--- src/hw/rtl/indexed_dary_min_heap_core_defines.svh ---
// Assertion macros for the indexed d-ary min-heap core.
// Included by the RTL files that carry concurrent checks; no other dependencies.
`ifndef INDEXED_DARY_MIN_HEAP_CORE_DEFINES_SVH
`define INDEXED_DARY_MIN_HEAP_CORE_DEFINES_SVH

`ifndef NO_ASSERTIONS
// Clocked check, disabled while reset is asserted
`define IDMH_ASSERT(lbl, clk, rstn, prop, msg) \
    lbl: assert property (@(posedge clk) disable iff (!rstn) prop) else $error(msg);
// Clocked check that also holds during reset
`define IDMH_ASSERT_ALWAYS(lbl, clk, prop, msg) \
    lbl: assert property (@(posedge clk) prop) else $error(msg);
`else
`define IDMH_ASSERT(lbl, clk, rstn, prop, msg)
`define IDMH_ASSERT_ALWAYS(lbl, clk, prop, msg)
`endif

`endif

--- src/hw/rtl/idmh_pkg.sv ---
// Shared types, constants and helpers for the indexed d-ary min-heap core.
// No dependencies.
`timescale 1ns / 1ps

package idmh_pkg;

    localparam int NUM_ITEMS   = 256;
    localparam int ID_W        = 8;
    localparam int KEY_W       = 32;
    localparam int POS_W       = 8;
    localparam int CNT_W       = 9;
    localparam int ARITY_W     = 4;
    localparam int MIN_ARITY   = 2;
    localparam int MAX_ARITY   = 8;
    localparam int CHILD_W     = 11;   // holds d*x + d for x < NUM_ITEMS - 1
    localparam int RECIP_W     = 17;
    localparam int RECIP_SHIFT = 16;
    localparam int PROD_W      = POS_W + RECIP_W;

    typedef enum logic [1:0] {
        OP_INSERT     = 2'd0,
        OP_REMOVE     = 2'd1,
        OP_DEL_MIN    = 2'd2,
        OP_CHANGE_KEY = 2'd3
    } opcode_t;

    typedef enum logic [2:0] {
        ST_OK      = 3'd0,
        ST_EMPTY   = 3'd1,
        ST_BAD_ID  = 3'd2,
        ST_NOT_IN  = 3'd3,
        ST_ALREADY = 3'd4
    } status_t;

    typedef struct packed {
        logic [ID_W-1:0]  item;
        logic [KEY_W-1:0] key;
    } slot_t;

    localparam int SLOT_W = $bits(slot_t);

    typedef enum logic [4:0] {
        ACT_NONE,
        ACT_LOAD,
        ACT_SET_STATUS,
        ACT_RD_SLOT0,
        ACT_INSERT,
        ACT_RD_POS,
        ACT_TAKE_MIN,
        ACT_RD_OLD,
        ACT_GOT_OLD,
        ACT_RD_LAST,
        ACT_GOT_LAST,
        ACT_SU_RD,
        ACT_SU_MOVE,
        ACT_SD_RD,
        ACT_SD_SCAN,
        ACT_SD_MOVE,
        ACT_PLACE,
        ACT_FINISH
    } act_t;

    typedef struct packed {
        act_t    act;
        status_t code;
    } dp_cmd_t;

    typedef struct packed {
        opcode_t op;
        logic    present;
        logic    size_zero;
        logic    x_zero;
        logic    first_ge_size;
        logic    scan_more;
        logic    up_swap;
        logic    down_swap;
        logic    same_last;
        logic    last_le;
        logic    key_lt;
        logic    key_gt;
        logic    out_free;
    } dp_stat_t;

    typedef enum logic [3:0] {
        S_IDLE,
        S_DISPATCH,
        S_DM_GOT,
        S_POS_GOT,
        S_OLD_GOT,
        S_TO_LAST,
        S_LAST_GOT,
        S_SU_CHK,
        S_SU_CMP,
        S_SD_START,
        S_SD_SCAN,
        S_SD_DEC,
        S_PLACE,
        S_FINISH
    } state_t;

    // ceil(2^16 / d); exact floor division for 8-bit dividends and d <= 8
    function automatic logic [RECIP_W-1:0] recip(input logic [ARITY_W-1:0] d);
        logic [RECIP_W-1:0] r;
        unique case (d)
            4'd3:    r = 17'd21846;
            4'd4:    r = 17'd16384;
            4'd5:    r = 17'd13108;
            4'd6:    r = 17'd10923;
            4'd7:    r = 17'd9363;
            4'd8:    r = 17'd8192;
            default: r = 17'd32768;
        endcase
        return r;
    endfunction

endpackage

--- src/hw/rtl/idmh_ctrl.sv ---
// Controller state machine for the min-heap core: sequences datapath actions.
// Depends on idmh_pkg.
`timescale 1ns / 1ps

module idmh_ctrl (
    input  logic               clk,
    input  logic               rst_n,
    input  logic               in_valid,
    output logic               in_stall,
    input  idmh_pkg::dp_stat_t stat,
    output idmh_pkg::dp_cmd_t  cmd
);

    idmh_pkg::state_t state_reg, state_next;

    always_ff @(posedge clk or negedge rst_n)
    begin
        if (!rst_n)
        begin
            state_reg <= idmh_pkg::S_IDLE;
        end
        else
        begin
            state_reg <= state_next;
        end
    end

    // next state
    always_comb
    begin
        state_next = state_reg;
        unique case (state_reg)
            idmh_pkg::S_IDLE:
            begin
                if (in_valid)
                begin
                    state_next = idmh_pkg::S_DISPATCH;
                end
            end
            idmh_pkg::S_DISPATCH:
            begin
                unique case (stat.op)
                    idmh_pkg::OP_DEL_MIN:
                        state_next = stat.size_zero ? idmh_pkg::S_FINISH : idmh_pkg::S_DM_GOT;
                    idmh_pkg::OP_INSERT:
                        state_next = stat.present ? idmh_pkg::S_FINISH : idmh_pkg::S_SU_CHK;
                    default:
                        state_next = stat.present ? idmh_pkg::S_POS_GOT : idmh_pkg::S_FINISH;
                endcase
            end
            idmh_pkg::S_DM_GOT:  state_next = idmh_pkg::S_TO_LAST;
            idmh_pkg::S_POS_GOT: state_next = idmh_pkg::S_OLD_GOT;
            idmh_pkg::S_OLD_GOT:
            begin
                priority if (stat.op == idmh_pkg::OP_REMOVE)
                    state_next = idmh_pkg::S_TO_LAST;
                else if (stat.key_lt)
                    state_next = idmh_pkg::S_SU_CHK;
                else if (stat.key_gt)
                    state_next = idmh_pkg::S_SD_START;
                else
                    state_next = idmh_pkg::S_FINISH;
            end
            idmh_pkg::S_TO_LAST: state_next = idmh_pkg::S_LAST_GOT;
            idmh_pkg::S_LAST_GOT:
            begin
                priority if (stat.same_last)
                    state_next = idmh_pkg::S_FINISH;
                else if (stat.last_le)
                    state_next = idmh_pkg::S_SU_CHK;
                else
                    state_next = idmh_pkg::S_SD_START;
            end
            idmh_pkg::S_SU_CHK:
                state_next = stat.x_zero ? idmh_pkg::S_PLACE : idmh_pkg::S_SU_CMP;
            idmh_pkg::S_SU_CMP:
                state_next = stat.up_swap ? idmh_pkg::S_SU_CHK : idmh_pkg::S_PLACE;
            idmh_pkg::S_SD_START:
                state_next = stat.first_ge_size ? idmh_pkg::S_PLACE : idmh_pkg::S_SD_SCAN;
            idmh_pkg::S_SD_SCAN:
                state_next = stat.scan_more ? idmh_pkg::S_SD_SCAN : idmh_pkg::S_SD_DEC;
            idmh_pkg::S_SD_DEC:
                state_next = stat.down_swap ? idmh_pkg::S_SD_START : idmh_pkg::S_PLACE;
            idmh_pkg::S_PLACE:   state_next = idmh_pkg::S_FINISH;
            idmh_pkg::S_FINISH:
            begin
                if (stat.out_free)
                begin
                    state_next = idmh_pkg::S_IDLE;
                end
            end
            default:             state_next = idmh_pkg::S_IDLE;
        endcase
    end

    // outputs
    always_comb
    begin
        cmd.act  = idmh_pkg::ACT_NONE;
        cmd.code = idmh_pkg::ST_OK;
        in_stall = (state_reg != idmh_pkg::S_IDLE);
        unique case (state_reg)
            idmh_pkg::S_IDLE:
            begin
                if (in_valid)
                begin
                    cmd.act = idmh_pkg::ACT_LOAD;
                end
            end
            idmh_pkg::S_DISPATCH:
            begin
                unique case (stat.op)
                    idmh_pkg::OP_DEL_MIN:
                    begin
                        if (stat.size_zero)
                        begin
                            cmd.act  = idmh_pkg::ACT_SET_STATUS;
                            cmd.code = idmh_pkg::ST_EMPTY;
                        end
                        else
                        begin
                            cmd.act = idmh_pkg::ACT_RD_SLOT0;
                        end
                    end
                    idmh_pkg::OP_INSERT:
                    begin
                        if (stat.present)
                        begin
                            cmd.act  = idmh_pkg::ACT_SET_STATUS;
                            cmd.code = idmh_pkg::ST_ALREADY;
                        end
                        else
                        begin
                            cmd.act = idmh_pkg::ACT_INSERT;
                        end
                    end
                    default:
                    begin
                        if (stat.present)
                        begin
                            cmd.act = idmh_pkg::ACT_RD_POS;
                        end
                        else
                        begin
                            cmd.act  = idmh_pkg::ACT_SET_STATUS;
                            cmd.code = idmh_pkg::ST_NOT_IN;
                        end
                    end
                endcase
            end
            idmh_pkg::S_DM_GOT:   cmd.act = idmh_pkg::ACT_TAKE_MIN;
            idmh_pkg::S_POS_GOT:  cmd.act = idmh_pkg::ACT_RD_OLD;
            idmh_pkg::S_OLD_GOT:  cmd.act = idmh_pkg::ACT_GOT_OLD;
            idmh_pkg::S_TO_LAST:  cmd.act = idmh_pkg::ACT_RD_LAST;
            idmh_pkg::S_LAST_GOT: cmd.act = idmh_pkg::ACT_GOT_LAST;
            idmh_pkg::S_SU_CHK:
            begin
                if (!stat.x_zero)
                begin
                    cmd.act = idmh_pkg::ACT_SU_RD;
                end
            end
            idmh_pkg::S_SU_CMP:
            begin
                if (stat.up_swap)
                begin
                    cmd.act = idmh_pkg::ACT_SU_MOVE;
                end
            end
            idmh_pkg::S_SD_START:
            begin
                if (!stat.first_ge_size)
                begin
                    cmd.act = idmh_pkg::ACT_SD_RD;
                end
            end
            idmh_pkg::S_SD_SCAN:  cmd.act = idmh_pkg::ACT_SD_SCAN;
            idmh_pkg::S_SD_DEC:
            begin
                if (stat.down_swap)
                begin
                    cmd.act = idmh_pkg::ACT_SD_MOVE;
                end
            end
            idmh_pkg::S_PLACE:    cmd.act = idmh_pkg::ACT_PLACE;
            idmh_pkg::S_FINISH:
            begin
                if (stat.out_free)
                begin
                    cmd.act = idmh_pkg::ACT_FINISH;
                end
            end
            default:              cmd.act = idmh_pkg::ACT_NONE;
        endcase
    end

endmodule

--- config.mk ---
export PLATFORM = sky130hd
export DESIGN_NAME = idmh_ctrl
export DESIGN_NICKNAME = d
export VERILOG_FILES = /design/src/hw/rtl/indexed_dary_min_heap_core_defines.svh /design/src/hw/rtl/idmh_pkg.sv /design/src/hw/rtl/idmh_ctrl.sv
export SDC_FILE = /design/constraint.sdc
export NUM_CORES = 1
export LEC_CHECK = 0
export BUFFER_PORTS_ARGS = -buffer_cell sky130_fd_sc_hd__clkbuf_2
export CAP_MARGIN = 0
export CORE_UTILIZATION = 50
export CTS_BUF_LIST = sky130_fd_sc_hd__clkbuf_4 sky130_fd_sc_hd__clkbuf_8
export DETAILED_ROUTE_END_ITERATION = 10
export GPL_TIMING_DRIVEN = 0
export PLACE_DENSITY = 0.79
export SETUP_SLACK_MARGIN = 0.4
export SLEW_MARGIN = 0
export SYNTH_ARGS = -nofsm -noshare
export SYNTH_HDL_FRONTEND = slang
export SYNTH_SLANG_ARGS = --single-unit
--- constraint.sdc ---
create_clock -name clk -period 3.4 [get_ports clk]
set_input_delay 0.68 -clock clk [delete_from_list [all_inputs] [get_ports clk]]
set_output_delay 0.68 -clock clk [all_outputs]
set_load 0.01 [all_outputs]
-- Word-level counts from Yosys, hierarchy flattened
Cells that the tools add are included.
- register bits after elaboration: 4
- output and inout bits: 9
- input port bits: 17
- logic and storage cells: 54
- reduce and logical (&&, ||, !) cells: 4
- mux-type cells: 32
- equality and inequality tests: 17
- operators with widths (operator ; count):
    5-bit one-hot mux with 14 select lines ; 1
    4-bit 2-to-1 mux ; 14
    4-bit one-hot mux with 14 select lines ; 1
    4-bit == test, second input constant ; 6
    3-bit 2-to-1 mux ; 8
    4-bit by 3-bit == test with 1-bit output, second input constant ; 4
    8-bit one-hot mux with 2 select lines ; 1
    4-bit by 2-bit == test with 1-bit output, second input constant ; 2
    4-bit one-hot mux with 2 select lines ; 1
    5-bit 2-to-1 mux ; 1
    4-bit by 1-bit == test with 1-bit output, second input constant ; 1
    4-bit zero test ; 1
    1-bit 2-to-1 mux ; 4
    2-bit inequality test, second input constant ; 2
    4-bit nonzero test ; 1
    2-bit by 1-bit == test with 1-bit output, second input constant ; 1
    2-bit == test, second input constant ; 1
    2-bit zero test ; 1
    2-bit 2-to-1 mux ; 1
    2-bit AND reduction ; 1

-- Depth between registers and ports, before layout
- word-level depth: 4
- gate-level depth with buffers: 6

-- Worst setup path before layout
OpenSTA, ideal clock, no wires.
- path kind: in2out
- start point: input port stat[12] (netlist bit)
- end point: output port cmd[3] (netlist bit)
- arrival time: 1.400 ns
- cell stages on the path: 3
- buffers on the path: 0
- slack: 1.320 ns
- path through: or3b_1 -> a21oi_1 -> a211o_1
- RTL lines (what ; RTL line ; text):
    start, declared ; idmh_ctrl.sv:10 ; input idmh_pkg::dp_stat_t stat,
    end, declared ; idmh_ctrl.sv:11 ; output idmh_pkg::dp_cmd_t cmd

==> results.md <==
- Initial antenna violation count: 0
- Vias in the first global route: 768
- Rows: 13
- Max reg flops: 4
- Pint: 0.000375 W
- Mapped Avg Cell Area: 6.70 sq um
- Clock sinks: 4
- Root Buffer: clkbuf_4
- Register area share after synthesis: 14.4%
- Final Setup Violations: 0
- CP max FO: 9
- Antenna Violating Nets Remaining: 0
- Fin crit period: 2.44 ns
- CP Capture Type: primary output
- Final nets: 151
- Core area: 1300 sq um
- Period utilization: 71.8%
- Worst slew margin: 69.7%
- Hold Vio Cnt, Final: 0
- Ratio of cells with drive above 1 in the final layout: 31.8%
- Simple-gate share of the synthesized area: 37.9%
- Power per cell area: 900 nW/um^2
- H-tree depth: 1
- Failing checks: design-rule violations
- Multiplexer area fraction after synthesis: 0%
- CTS tree: yes
- Pins Over Slew Limit: 0
- CTS clk-pin slew, worst paths: 0.04 ns
- Switching power: 0.000402 W
- Worst-Skew Late Latency: 0.23 ns
- Gr usage total: 33.3%
- Max Cap Violations: 0
- Finished Cell Area: 863 sq um
- Multi-input gate area: 519 sq um
- DRC: 2
- Worst IR Drop VDD: 490 uV
- Placed standard-cell area: 841 sq um
- Initial DRC count: 94
- Fillers: 127
- Chip Width: 39.3 um
- Total grt overflow: 0
- Clk pwr share: 7.6%
- Yosys reg bits: 4
- P_leak: 0.397 nW
- Via-per-instance ratio: 6.52
- Critical path class: reg2out
- Startpoint Class: flip-flop
- Area Growth Syn to Fin: 23.9%
- Routed via count: 959
- Hold buffers post-CTS: 0
- Synth Net Count: 121
- Outcome: finished with violations
- Mapped cell area: 697 sq um
- Starting density of the core: 53.6%
- Detailed Routing Iterations Pass 1: 7
- Post-Synth XOR/XNOR Area: 0%
- Storage cell area: 100 sq um
- Worst endpoint required time: 2.72 ns
- Num CTS Buffers: 3
- Netlist cell types: 37
- Number of diodes: 0
- Sequential Power Share: 12.2%
- YS warnings: 0
- IO Count: 26
- Largest family of logic cells by synthesized area: simple AND/OR/NAND/NOR gates
- HP Class: in2async
- Post-cts sizing count: 0
- Clock Path Buffers: 2
- Switching Share: 51.7%
- Global-route wire length before repair: 3420 um
- GP Congestion: 0.975
- Die Ht: 39.3 um
- Largest net degree at the start of global routing: 11
- Slew @ Worst Pin: 0.455 ns
- Cells after synthesis: 104
- Data arrival time of the worst path: 1.76 ns
- Setup TNS: 0 ns
- Die area: 1550 sq um
- Post-CTS Setup Inserts: 0
- RSZ-0062 raised after global routing: false
- Gate power share: 80.2%
- DP HPWL: 1670 um
- Synth Area in Adders: 0%
- Drt wl/cell: 15.2 um
- Maximum clock frequency: 409 MHz
- PortBufs: 25
- Final wirelength: 2230 um
- Synth Area in Compound Gates: 36.6%
- Final Skew: 0.00207 ns
==> area by class of cell <==
type                            instances  share of cell area, %
Sequential cell                         4                   11.6
Inverter                                5                   2.17
Tap cell                               15                   2.17
Clock buffer                            3                   2.61
Multi-Input combinational cell         86                   60.1
Buffer                                  9                   6.81
Timing Repair Buffer                   25                   14.5
==> stage by stage <==
stage / util (%) / hold WS (ns) / std cells / setup slack, ns / power [W]
CTS: 66.3 / 0.245 / 147 / 0.929 / 0.000762
finish: 66.3 / 0.242 / 147 / 0.957 / 0.000777
floorplan: - / 0.384 / 104 / 1.32 / 0.000544
detailed placement: 64.6 / 0.489 / 144 / 1.02 / 0.000702
global placement: 64.6 / 0.487 / 144 / 1.05 / 0.000696
global route: 66.3 / 0.250 / 147 / 0.818 / 0.000841
==> layout by cell type (no fill, tap or decap), types with 3 or more instances in the layout <==
cell and instances:
clkbuf_4 3, nand2_1 8, clkbuf_2 25, buf_2 5, nor2_1 6, a31oi_1 5
a211o_1 3, inv_1 4, nand2b_1 3, dfrtp_1 4, nand4_1 3, nand3_1 5
a21oi_1 11, o21ai_0 11, nor3_1 4
==> synthesized netlist by cell type, drive strengths merged <==
master | instances | area share (%)
a211o | 3 | 3.8
a21oi | 11 | 7.9
a221o | 2 | 2.9
a221oi | 1 | 1.3
a31o | 1 | 1.3
a31oi | 5 | 4.5
a32oi | 1 | 1.3
and2b | 2 | 2.9
and3 | 2 | 1.8
and4 | 1 | 1.3
buf | 9 | 8.4
dfrtp | 4 | 14
inv | 5 | 2.7
nand2 | 8 | 4.3
nand2b | 3 | 2.7
nand3 | 5 | 3.6
nand3b | 2 | 2.2
nand4 | 3 | 2.7
nor2 | 7 | 4.1
nor2b | 2 | 1.8
nor3 | 4 | 2.9
nor3b | 2 | 2.2
nor4 | 1 | 0.90
nor4b | 1 | 1.3
o21ai | 12 | 8.6
o221a | 1 | 1.6
o221ai | 2 | 2.5
o31ai | 1 | 1.1
or2b | 1 | 1.1
or3b | 1 | 1.3
or4 | 1 | 1.1
==> power by group through the flow <==
stage | Sequential (W) | Combinational (W) | Clock, W
6_report | 0.0000946 | 0.000623 | 0.0000591
5_1_grt | 0.0000967 | 0.000683 | 0.0000606
4_1_cts | 0.0000944 | 0.000609 | 0.0000588
3_5_place_dp | 0.0000957 | 0.000606 | 0
3_3_place_gp | 0.0000952 | 0.000601 | 0
2_1_floorplan | 0.0000890 | 0.000455 | 0
==> worst paths after layout <==
check | depth (start not counted) | from | slack (ns) | endpoint
setup / recovery | 5 | state_reg[2]$_DFFE_PN0P_ | 0.96 | cmd[2]
hold / removal | 1 | rst_n | 0.24 | state_reg[0]$_DFFE_PN0P_
setup reg to reg | 5 | state_reg[3]$_DFFE_PN0P_ | 1.81 | state_reg[1]$_DFFE_PN0P_
hold reg to reg | 3 | state_reg[2]$_DFFE_PN0P_ | 0.85 | state_reg[0]$_DFFE_PN0P_
max in group asynchronous | 1 | rst_n | 3.04 | state_reg[3]$_DFFE_PN0P_
min in group clk | 3 | state_reg[2]$_DFFE_PN0P_ | 0.85 | state_reg[0]$_DFFE_PN0P_
==> cell families (layout without fill, tap and decap cells) <==
group	count (synthesis)	after routing
DFF	4	4
AOI/OAI and AO/OA	40	40
buffers and inverters	14	42
and+or+nand+nor	46	46
==> critical path, stage by stage (launching register included) <==
cell and delay [ns]:
dfrtp_1 0.37, buf_6 0.14, nor2_2 0.27, nand3_1 0.24, nor4b_1 0.32, clkbuf_2 0.19
==> layer usage <==
layer  vias to the layer above  share of wire [%]  global-route usage [%]
met1                       418                 39                    43.1
met3                        15                 10                    2.27
met2                        71                 46                    52.9
met5                         -                  0                       0
li1                        455                  -                       -
met4                         0                4.9                    20.7
Note: power is estimated with default switching activity, not from simulation.
